**src/rtl/ccs_pkg.sv**
```systemverilog
// Shared types and byte constants for the C comment stripper.
package ccs_pkg;

    localparam logic [7:0] CHAR_NL    = 8'h0A;
    localparam logic [7:0] CHAR_DQ    = 8'h22;
    localparam logic [7:0] CHAR_SQ    = 8'h27;
    localparam logic [7:0] CHAR_STAR  = 8'h2A;
    localparam logic [7:0] CHAR_SLASH = 8'h2F;
    localparam logic [7:0] CHAR_BSL   = 8'h5C;
    localparam logic [7:0] CHAR_SPACE = 8'h20;

    // Depth of the result queue; an item adds at most two beats.
    localparam int QUEUE_DEPTH = 3;

    typedef struct packed {
        logic [7:0] out_char;
        logic       char_valid;
        logic       last;
        logic       text_done;
        logic       unclosed_comment;
    } t_result;

    typedef struct packed {
        logic [1:0] count;
        t_result    res0;
        t_result    res1;
    } t_push;

endpackage

```
**src/rtl/c_comment_stripper.sv**
```systemverilog
// Top level of the C comment stripper: lexer stage feeding the result queue.
//
// Source bytes enter on i_valid/o_ready with i_ch and i_end_of_text; filtered
// beats leave on o_valid/i_ready. Each input beat yields zero, one or two
// result beats; o_last marks the final beat of an item, and an end-of-text
// beat yields exactly one result with o_text_done set, carrying any held
// slash or backslash and o_unclosed_comment if a block comment was open.
// i_cfg_we writes i_cfg_data into the strip flag (reset 1: strip comments);
// write it only while the block is idle.
// An input beat is held in the input register and then in the result queue
// before it reaches o_valid. One byte is taken per cycle while results drain;
// a byte's two beats leave in turn, and the input side follows the three-entry
// result queue: o_ready stays high while the queue holds at most one beat.
// When the receiver stalls, the queue fills and then the input register
// holds its byte, so o_ready drops; no beat is lost or repeated.
// Reset is synchronous and active low: lexer state returns to normal text,
// the queue and input register empty, and the strip flag returns to 1.
module c_comment_stripper (
    input  logic       i_clk,
    input  logic       i_rst_n,
    input  logic       i_valid,
    output logic       o_ready,
    input  logic [7:0] i_ch,
    input  logic       i_end_of_text,
    output logic       o_valid,
    input  logic       i_ready,
    output logic [7:0] o_out_char,
    output logic       o_char_valid,
    output logic       o_last,
    output logic       o_text_done,
    output logic       o_unclosed_comment,
    input  logic       i_cfg_we,
    input  logic       i_cfg_data
);

    ccs_pkg::t_push   w_push;
    ccs_pkg::t_result w_head;
    logic             w_room;

    ccs_lexer u_lexer (
        .i_clk         (i_clk),
        .i_rst_n       (i_rst_n),
        .i_valid       (i_valid),
        .o_ready       (o_ready),
        .i_ch          (i_ch),
        .i_end_of_text (i_end_of_text),
        .i_cfg_we      (i_cfg_we),
        .i_cfg_data    (i_cfg_data),
        .i_room        (w_room),
        .o_push        (w_push)
    );

    ccs_out_queue u_queue (
        .i_clk   (i_clk),
        .i_rst_n (i_rst_n),
        .i_push  (w_push),
        .o_room  (w_room),
        .o_valid (o_valid),
        .i_ready (i_ready),
        .o_head  (w_head)
    );

    assign o_out_char         = w_head.out_char;
    assign o_char_valid       = w_head.char_valid;
    assign o_last             = w_head.last;
    assign o_text_done        = w_head.text_done;
    assign o_unclosed_comment = w_head.unclosed_comment;

endmodule

```
**src/rtl/ccs_lexer.sv**
```systemverilog
// Input register, lexer state and result generation for one source byte.
module ccs_lexer (
    input  logic           i_clk,
    input  logic           i_rst_n,
    input  logic           i_valid,
    output logic           o_ready,
    input  logic [7:0]     i_ch,
    input  logic           i_end_of_text,
    input  logic           i_cfg_we,
    input  logic           i_cfg_data,
    input  logic           i_room,
    output ccs_pkg::t_push o_push
);

    typedef enum logic [2:0] {
        MODE_NORMAL  = 3'd0,
        MODE_LITERAL = 3'd1,
        MODE_LINE    = 3'd2,
        MODE_BLOCK   = 3'd3,
        MODE_STAR    = 3'd4
    } t_mode;

    t_mode      r_mode, n_mode;
    logic [7:0] r_quote, n_quote;
    logic       r_hs, n_hs;
    logic       r_hb, n_hb;
    logic       r_strip;
    logic       r_iv;
    logic [7:0] r_ch;
    logic       r_eot;
    logic       w_advance;

    logic [1:0] w_cnt;
    logic [7:0] w_ch0, w_ch1;
    logic       w_plain;
    logic       w_flush_valid;
    logic [7:0] w_flush_char;

    assign w_advance = r_iv && i_room;
    assign o_ready   = !r_iv || i_room;

    always_comb begin
        n_mode        = r_mode;
        n_quote       = r_quote;
        n_hs          = r_hs;
        n_hb          = r_hb;
        w_cnt         = 2'd0;
        w_ch0         = r_ch;
        w_ch1         = r_ch;
        w_plain       = 1'b0;
        w_flush_valid = 1'b0;
        w_flush_char  = 8'h00;
        if (r_eot) begin
            if (r_hs) begin
                w_flush_valid = 1'b1;
                w_flush_char  = ccs_pkg::CHAR_SLASH;
            end else if (r_hb && r_mode != MODE_LITERAL) begin
                w_flush_valid = 1'b1;
                w_flush_char  = ccs_pkg::CHAR_BSL;
            end
            n_mode  = MODE_NORMAL;
            n_quote = 8'h00;
            n_hs    = 1'b0;
            n_hb    = 1'b0;
        end else begin
            unique case (r_mode)
                MODE_LITERAL: begin
                    w_cnt = 2'd1;
                    if (r_hb) begin
                        n_hb = 1'b0;
                    end else if (r_ch == ccs_pkg::CHAR_BSL) begin
                        n_hb = 1'b1;
                    end else if (r_ch == r_quote) begin
                        n_mode  = MODE_NORMAL;
                        n_quote = 8'h00;
                    end
                end
                MODE_LINE: begin
                    if (r_ch == ccs_pkg::CHAR_NL) begin
                        n_mode = MODE_NORMAL;
                        w_cnt  = 2'd1;
                    end else if (!r_strip) begin
                        w_cnt = 2'd1;
                    end
                end
                MODE_BLOCK, MODE_STAR: begin
                    if (r_mode == MODE_STAR && r_ch == ccs_pkg::CHAR_SLASH) begin
                        n_mode = MODE_NORMAL;
                        w_cnt  = 2'd1;
                        w_ch0  = r_strip ? ccs_pkg::CHAR_SPACE : ccs_pkg::CHAR_SLASH;
                    end else begin
                        n_mode = (r_ch == ccs_pkg::CHAR_STAR) ? MODE_STAR : MODE_BLOCK;
                        if (!r_strip) begin
                            w_cnt = 2'd1;
                        end
                    end
                end
                default: begin
                    n_mode = MODE_NORMAL;
                    if (r_hb) begin
                        n_hb = 1'b0;
                        // A backslash before a newline is a line splice: both vanish.
                        if (r_ch != ccs_pkg::CHAR_NL) begin
                            w_cnt   = 2'd1;
                            w_ch0   = ccs_pkg::CHAR_BSL;
                            w_plain = 1'b1;
                        end
                    end else if (r_hs) begin
                        n_hs = 1'b0;
                        if (r_ch == ccs_pkg::CHAR_SLASH || r_ch == ccs_pkg::CHAR_STAR) begin
                            n_mode = (r_ch == ccs_pkg::CHAR_SLASH) ? MODE_LINE : MODE_BLOCK;
                            if (!r_strip) begin
                                w_cnt = 2'd2;
                                w_ch0 = ccs_pkg::CHAR_SLASH;
                            end
                        end else begin
                            w_cnt   = 2'd1;
                            w_ch0   = ccs_pkg::CHAR_SLASH;
                            w_plain = 1'b1;
                        end
                    end else begin
                        w_plain = 1'b1;
                    end
                    // Plain handling of the byte once any held byte is out.
                    if (w_plain) begin
                        if (r_ch == ccs_pkg::CHAR_BSL) begin
                            n_hb = 1'b1;
                        end else if (r_ch == ccs_pkg::CHAR_SLASH) begin
                            n_hs = 1'b1;
                        end else begin
                            if (r_ch == ccs_pkg::CHAR_DQ || r_ch == ccs_pkg::CHAR_SQ) begin
                                n_quote = r_ch;
                                n_mode  = MODE_LITERAL;
                            end
                            if (w_cnt == 2'd0) begin
                                w_ch0 = r_ch;
                            end
                            w_cnt = w_cnt + 2'd1;
                        end
                    end
                end
            endcase
        end
    end

    always_comb begin
        o_push = '0;
        if (w_advance) begin
            if (r_eot) begin
                o_push.count                 = 2'd1;
                o_push.res0.out_char         = w_flush_char;
                o_push.res0.char_valid       = w_flush_valid;
                o_push.res0.last             = 1'b1;
                o_push.res0.text_done        = 1'b1;
                o_push.res0.unclosed_comment = (r_mode == MODE_BLOCK || r_mode == MODE_STAR);
            end else begin
                o_push.count           = w_cnt;
                o_push.res0.out_char   = w_ch0;
                o_push.res0.char_valid = 1'b1;
                o_push.res0.last       = (w_cnt == 2'd1);
                o_push.res1.out_char   = w_ch1;
                o_push.res1.char_valid = 1'b1;
                o_push.res1.last       = 1'b1;
            end
        end
    end

    always_ff @(posedge i_clk) begin
        if (!i_rst_n) begin
            r_mode  <= MODE_NORMAL;
            r_quote <= 8'h00;
            r_hs    <= 1'b0;
            r_hb    <= 1'b0;
            r_strip <= 1'b1;
            r_iv    <= 1'b0;
        end else begin
            if (i_cfg_we) begin
                r_strip <= i_cfg_data;
            end
            if (w_advance) begin
                r_mode  <= n_mode;
                r_quote <= n_quote;
                r_hs    <= n_hs;
                r_hb    <= n_hb;
            end
            if (i_valid && o_ready) begin
                r_iv <= 1'b1;
            end else if (w_advance) begin
                r_iv <= 1'b0;
            end
        end
    end

    always_ff @(posedge i_clk) begin
        if (i_valid && o_ready) begin
            r_ch  <= i_ch;
            r_eot <= i_end_of_text;
        end
    end

endmodule

```
**src/rtl/ccs_out_queue.sv**
```systemverilog
// Three-entry result queue that takes up to two beats per item.
module ccs_out_queue (
    input  logic             i_clk,
    input  logic             i_rst_n,
    input  ccs_pkg::t_push   i_push,
    output logic             o_room,
    output logic             o_valid,
    input  logic             i_ready,
    output ccs_pkg::t_result o_head
);

    ccs_pkg::t_result r_q [ccs_pkg::QUEUE_DEPTH];
    ccs_pkg::t_result n_q [ccs_pkg::QUEUE_DEPTH];
    logic [1:0]       r_cnt;
    logic             w_pop;
    logic [1:0]       w_base;

    assign o_valid = (r_cnt != 2'd0);
    assign o_head  = r_q[0];
    assign w_pop   = o_valid && i_ready;
    assign w_base  = r_cnt - {1'b0, w_pop};
    // Room for two more beats even if nothing drains this cycle.
    assign o_room  = (r_cnt <= 2'd1);

    always_comb begin
        for (int k = 0; k < ccs_pkg::QUEUE_DEPTH; k++) begin
            if (w_pop && k < ccs_pkg::QUEUE_DEPTH - 1) begin
                n_q[k] = r_q[k + 1];
            end else begin
                n_q[k] = r_q[k];
            end
            if (i_push.count != 2'd0 && w_base == 2'(k)) begin
                n_q[k] = i_push.res0;
            end
            if (i_push.count == 2'd2 && w_base + 2'd1 == 2'(k)) begin
                n_q[k] = i_push.res1;
            end
        end
    end

    always_ff @(posedge i_clk) begin
        if (!i_rst_n) begin
            r_cnt <= 2'd0;
        end else begin
            r_cnt <= w_base + i_push.count;
        end
    end

    always_ff @(posedge i_clk) begin
        for (int k = 0; k < ccs_pkg::QUEUE_DEPTH; k++) begin
            r_q[k] <= n_q[k];
        end
    end

endmodule
```
**config.mk**
```make
export PLATFORM = sky130hd
export DESIGN_NAME = c_comment_stripper
export DESIGN_NICKNAME = d
export VERILOG_FILES = /design/src/rtl/ccs_pkg.sv /design/src/rtl/c_comment_stripper.sv /design/src/rtl/ccs_lexer.sv /design/src/rtl/ccs_out_queue.sv
export SDC_FILE = /design/constraint.sdc
export NUM_CORES = 1
export LEC_CHECK = 0
export ABC_CLOCK_PERIOD_IN_PS = 3550
export BUFFER_PORTS_ARGS = -buffer_cell sky130_fd_sc_hd__buf_4
export CAP_MARGIN = 20
export CELL_PAD_IN_SITES_DETAIL_PLACEMENT = 1
export CELL_PAD_IN_SITES_GLOBAL_PLACEMENT = 2
export CORE_UTILIZATION = 36
export CTS_BUF_LIST = sky130_fd_sc_hd__clkbuf_2
export CTS_CLUSTER_SIZE = 16
export DETAILED_ROUTE_END_ITERATION = 10
export PLACE_DENSITY_LB_ADDON = 0.1
export SLEW_MARGIN = 30
export SYNTH_ARGS = -nofsm -noshare
export SYNTH_HDL_FRONTEND = slang
export SYNTH_HIERARCHICAL = 1
export SYNTH_SLANG_ARGS = --single-unit
```
**constraint.sdc**
```tcl
create_clock -name i_clk -period 3.55 [get_ports i_clk]
set_input_delay 0.71 -clock i_clk [delete_from_list [all_inputs] [get_ports i_clk]]
set_output_delay 0.71 -clock i_clk [all_outputs]
set_load 0.02 [all_outputs]
```
# After elaboration in Yosys (flattened, before gate mapping)
# Memory sizes are Yosys's and may differ from the RTL's.
# Cells that the tools add are included.
[totals] n_memories=1 register_bits=26 ramBits=36 output_inout_bits=14 elab_cells=161 input_bits=15
[memory_table] memory="u_queue.r_q" depth=3 word_bits=12 read_ports=3 rd_ports_with_merged_regs=0 write_ports=3 line_no="ccs_out_queue.sv:12" text="ccs_pkg::t_result r_q [ccs_pkg::QUEUE_DEPTH];"
[op_classes] n_addsub=4 magnitude_cmp=1 mux=87 n_reduce_logical=32 eq_ne=27
[ops] operator="$mux W8" count=19
[ops] operator="$mux W12" count=9
[ops] operator="$mux W3" count=14
[ops] operator="$eq A8 B6 Y1 const B" count=4
[ops] operator="$pmux W8 S2" count=2
[ops] operator="$mux W2" count=13
[ops] operator="$mux W24" count=1
[ops] operator="$mux W1" count=23
[ops] operator="$logic_and A1 B1 Y1" count=11
[ops] operator="$mux W10" count=1
[ops] operator="$ne A3 B1 Y1 const B" count=3
[ops] operator="$pmux W3 S3" count=1
[ops] operator="$eq A8 B4 Y1 const B" count=1
[ops] operator="$eq A8 B7 Y1 const B" count=1
[ops] operator="$eq A8 B8 Y1" count=1
[ops] operator="$ne A8 B4 Y1 const B" count=1
[ops] operator="$reduce_and A8 Y1" count=1
[ops] operator="$mux W7" count=1
[ops] operator="$eq A2 B1 Y1 const B" count=3
[ops] operator="$eq A2 B2 Y1 const B" count=3
[ops] operator="$eq A3 B2 Y1 const B" count=2
[ops] operator="$logic_not A2 Y1" count=3
[ops] operator="$ne A2 B1 Y1 const B" count=3
[ops] operator="$ne A3 B2 Y1 const B" count=2
[ops] operator="19 further kinds" count=28

# Logic depth before layout (Yosys ltp)
[logic_depth] depth_word=20 depth_mapped=14 depth_no_buf=11

# Cells and area by module
# The synthesis kept the hierarchy.
[by_module_without_submodules] module="ccs_out_queue" instances=1 cells_per_inst=202 area_per_inst_um2=2200.9 seq_area_each_um2=1121.1
[by_module_without_submodules] module="ccs_lexer" instances=1 cells_per_inst=203 area_per_inst_um2=1749.2 seq_area_each_um2=570.5

# Worst setup path after synthesis
# Ideal clock, no wire load.
[synth_path] path_type="register to register" start="register u_lexer/r_ch[4] (netlist name)" end="memory u_queue/r_q[0][24] (netlist name), enable pin" required_ps=3152 path_slack_ps=-215 arrival_ps=3367 setup_time_ps=398 period_less_slack_ps=3765 path_buffers=2 stages_incl_launch_ff=13 path_cell_list="edfxtp_1 -> nor4b_2 -> and3_1 -> nand3_1 -> ha_1 -> nand4_1 -> a21boi_1 -> nor2b_1 -> or3b_4 -> or2_0 -> buf_2 -> buf_6 -> o21ai_0"
[synth_lines] element="end: declaration" line_no="ccs_out_queue.sv:12"

==> metrics.md <==
| Metric | Value |
|---|---|
| Result of the run | complete, no violations |
| Sort of element at the start of the critical path | flip-flop |
| Proportion of layout cells with a drive suffix above 1 | 0.2703 |
| Maximum number of pins on one net before global-route repair | 39 |
| Pwr Density | 546.4 nW/um^2 |
| Count of distinct cell types in the synthesized netlist | 66 |
| Peak VDD IR | 0.3694 mV |
| Starting density of the core | 0.3775 |
| Hold Slack | 373.4 ps |
| Most common cell after layout, fill and taps aside | sky130_fd_sc_hd__buf_4 |
| Post-route minimum period | 3383 ps |
| Rows | 37 |
| Share of async-settable or async-resettable flops after synthesis | 0 |
| DP Cell Count | 561 |
| Setup Skew | 26.92 ps |
| Arrival time at the worst endpoint | 3650 ps |
| Port buffer count | 28 |
| Core region area | 10460 um^2 |
| Max-Slew Margin vs Limit | 0.5420 |
| Total clock buffers created by CTS | 9 |
| Final GP Congestion | 0.8798 |
| Vias per std cell | 5.778 |
| Worst setup EP type | flip-flop |
| Worst slew pin tran | 678.0 ps |
| Number of detailed-route iterations in the first pass | 4 |
| Total global routing track utilization | 0.2166 |
| Number of sinks handled by clock tree synthesis | 62 |
| Cell with the largest stage delay on the worst path | sky130_fd_sc_hd__edfxtp_1 |
| Post-route standard cell area excluding fillers | 4553 um^2 |
| WL per Instance | 20.30 um |
| Critical path cell sequence | nor4b_4, and3_4, nand3_1, ha_1, nand4_1, a21boi_1, nor2b_2, or3b_4, or2_0, buf_4, mux2_4 |
| Clock transition at the register clock pins on the worst setup and hold paths after CTS | 170 ps |
| Sum of net half-perimeters after detailed placement | 8813 um |
| X dimension of the die | 106.8 um |
| Mapped cell area | 3950 um^2 |
| Total leakage power | 0.001705 uW |
| Required time worst endpoint | 3820 ps |
| Total of hold buffers inserted after clock tree synthesis | 0 |
| Number of warnings printed during yosys synthesis | 6 |
| Layout-stage area growth over the synthesis result | 15.27% |
| Total cell area at the placement stage | 4385 um^2 |
| Register area | 1692 um^2 |
| Level count of the clock H-tree | 3 |
| Die extent in y | 106.8 um |
| Setup Crit Path Kind | flip-flop to flip-flop |
| Later-pin clock latency in the skew report | 510 ps |
| Remaining design rule violation count | 0 |
| Total grt overflow | 0 |
| First-iteration detailed-routing DRC count | 134 |
| Io pins | 29 |
| Critical path peak fanout | 7 |
| Total of fill cells in the finished design | 1228 |
| Min-delay worst type | input pin to flip-flop |
| Final hold violations | 0 |
| Dominant cell type by area after synthesis | sky130_fd_sc_hd__edfxtp_1 |
| Pins Over Slew Limit | 0 |
| Buffer depth of the longest clock path | 2 |
| Count of antenna-violating nets left after detailed routing | 0 |
| Area taken by multi-input logic gates | 2036 um^2 |
| Maximum capacitance violations | 0 |
| Count of non-filler cells in the finished layout | 580 |
| Die Outline Area | 11400 um^2 |
| Antenna violations before repair | 0 |
| Synthesis-stage register bit count | 62 |
| Count of flip-flops with a built-in enable after synthesis | 45 |
| Count of mapped cells out of synthesis | 405 |
| Via count of the first global-routing pass | 3466 |
| Final period util | 0.9530 |
| Nets@finish | 456 |
| Wirelength, routed | 11770 um |
| Share of the synthesized area in the top cell type | 0.3421 |
| Max Freq | 295.6 MHz |
| Mean Syn Cell Area | 9.753 um^2 |
| Setup violations, final | 0 |
| Number of diodes | 0 |
| First-pass GRT wire length | 18910 um |
| Clock root buffer | sky130_fd_sc_hd__clkbuf_2 |
| Clock tree from TritonCTS | yes |
| Main flop type after synthesis | sky130_fd_sc_hd__edfxtp_1 |
| Most area-consuming cells after synthesis | sky130_fd_sc_hd__edfxtp_1 (34%), sky130_fd_sc_hd__dfxtp_1 (8.6%), sky130_fd_sc_hd__a31oi_1 (4.6%), sky130_fd_sc_hd__o21ai_0 (4.1%), sky130_fd_sc_hd__nor3_1 (3.8%) |
| Sequential area share after synthesis | 0.4283 |
| Most frequent cells in the layout | sky130_fd_sc_hd__buf_4 (66), sky130_fd_sc_hd__edfxtp_1 (45), sky130_fd_sc_hd__o21ai_0 (31) |
| DR vias | 3351 |
| Peak per-stage delay on the critical path | 520 ps |
stage by stage:
step / TNS [ps] / utilization / setup WS [ps] / power (uW)
5_1_grt: -115.2 / 0.4352 / -31.09 / 2629
3_5_place_dp: -113.5 / 0.4192 / -9.911 / 2044
3_3_place_gp: 0 / 0.4192 / 230.4 / 2020
2_1_floorplan: 0 / - / 15.70 / 1753
6_report: 0 / 0.4352 / 166.8 / 2488
4_1_cts: 0 / 0.4302 / 26.67 / 2499
synth_stat cells (4+ instances only):
library cell and count:
sky130_fd_sc_hd__buf_2 6, sky130_fd_sc_hd__o21ai_0 32, sky130_fd_sc_hd__a21oi_1 10, sky130_fd_sc_hd__dfxtp_1 17
sky130_fd_sc_hd__or2_2 4, sky130_fd_sc_hd__nand2b_1 5, sky130_fd_sc_hd__nor2_1 14, sky130_fd_sc_hd__nand4b_1 12
sky130_fd_sc_hd__xor2_1 10, sky130_fd_sc_hd__edfxtp_1 45, sky130_fd_sc_hd__mux2_4 9, sky130_fd_sc_hd__nor2b_1 7
sky130_fd_sc_hd__inv_1 11, sky130_fd_sc_hd__o211ai_1 4, sky130_fd_sc_hd__nand3_1 16, sky130_fd_sc_hd__buf_4 15
sky130_fd_sc_hd__and2_1 16, sky130_fd_sc_hd__clkbuf_1 20, sky130_fd_sc_hd__a31oi_1 29, sky130_fd_sc_hd__nand2_1 13
sky130_fd_sc_hd__nor3_1 30, sky130_fd_sc_hd__a211o_1 4
path summary, 6_finish.rpt:
path,start,end,slack (ps),cells after the start
setup / recovery,u_lexer/r_ch[7],u_queue/r_q[0][33],170,11
hold / removal,i_ch[1],u_lexer/r_ch[1],370,1
setup reg to reg,u_lexer/r_ch[7],u_queue/r_q[0][33],170,11
hold reg to reg,u_lexer/r_quote[1],u_lexer/r_quote[1],500,1
power by group:
| part | switching, uW | internal [uW] |
|---|---|---|
| registers | 54.5 | 969 |
| clock network | 274 | 169 |
| logic | 653 | 368 |
state kept, by name, summed over array words and instances, names as in the netlist:
signal	cells
u_lexer/r_ch	8
u_lexer/r_eot	1
u_lexer/r_hb	1
u_lexer/r_hs	1
u_lexer/r_iv	1
u_lexer/r_mode	3
u_lexer/r_quote	8
u_lexer/r_strip	1
u_queue/r_cnt	2
u_queue/r_q	36
cell families after synthesis:
| family | after synthesis | synth area share |
|---|---|---|
| AO/OA/AOI/OAI | 109 | 0.1859 |
| XOR/XNOR | 14 | 0.03453 |
| adder cells (fa/ha/maj) | 2 | 0.006334 |
| buffers and inverters | 56 | 0.07127 |
| flip-flops | 62 | 0.4283 |
| multiplexers | 15 | 0.05036 |
| other | 1 | 0.0009494 |
| AND/OR/NAND/NOR | 146 | 0.2224 |
routing by layer:
| metal | GRT usage | vias to the layer above | share of wire |
|---|---|---|---|
| met5 | 0 | - | 0 |
| met4 | 0.07534 | 0 | 0.015 |
| met3 | 0.03526 | 15 | 0.034 |
| met2 | 0.3756 | 69 | 0.50 |
| met1 | 0.2712 | 1675 | 0.45 |
| li1 | - | 1592 | - |
timing repair:
item,in CTS,in global routing
gates resized for setup,1,8
pin swaps,0,0
setup buffers,0,3
endpoints found under the setup margin,8,46
final cells by class:
cell class | instances | area share
Multi-Input combinational cell | 288 | 0.4471
Clock inverter | 4 | 0.01044
Sequential cell | 62 | 0.3715
Tap cell | 136 | 0.03737
Clock buffer | 12 | 0.01319
Inverter | 11 | 0.009068
Timing Repair Buffer | 67 | 0.1113
critical path: cells and delay by family (launching register included):
family | cells | cell delay [ps]
and+or+nand+nor | 7 | 1620
DFF | 1 | 520
adders and majority gates | 1 | 300
muxes | 1 | 300
AOI/OAI and AO/OA | 1 | 220
buffers and inverters | 1 | 200
No activity file was read; power rests on OpenSTA's default activity.
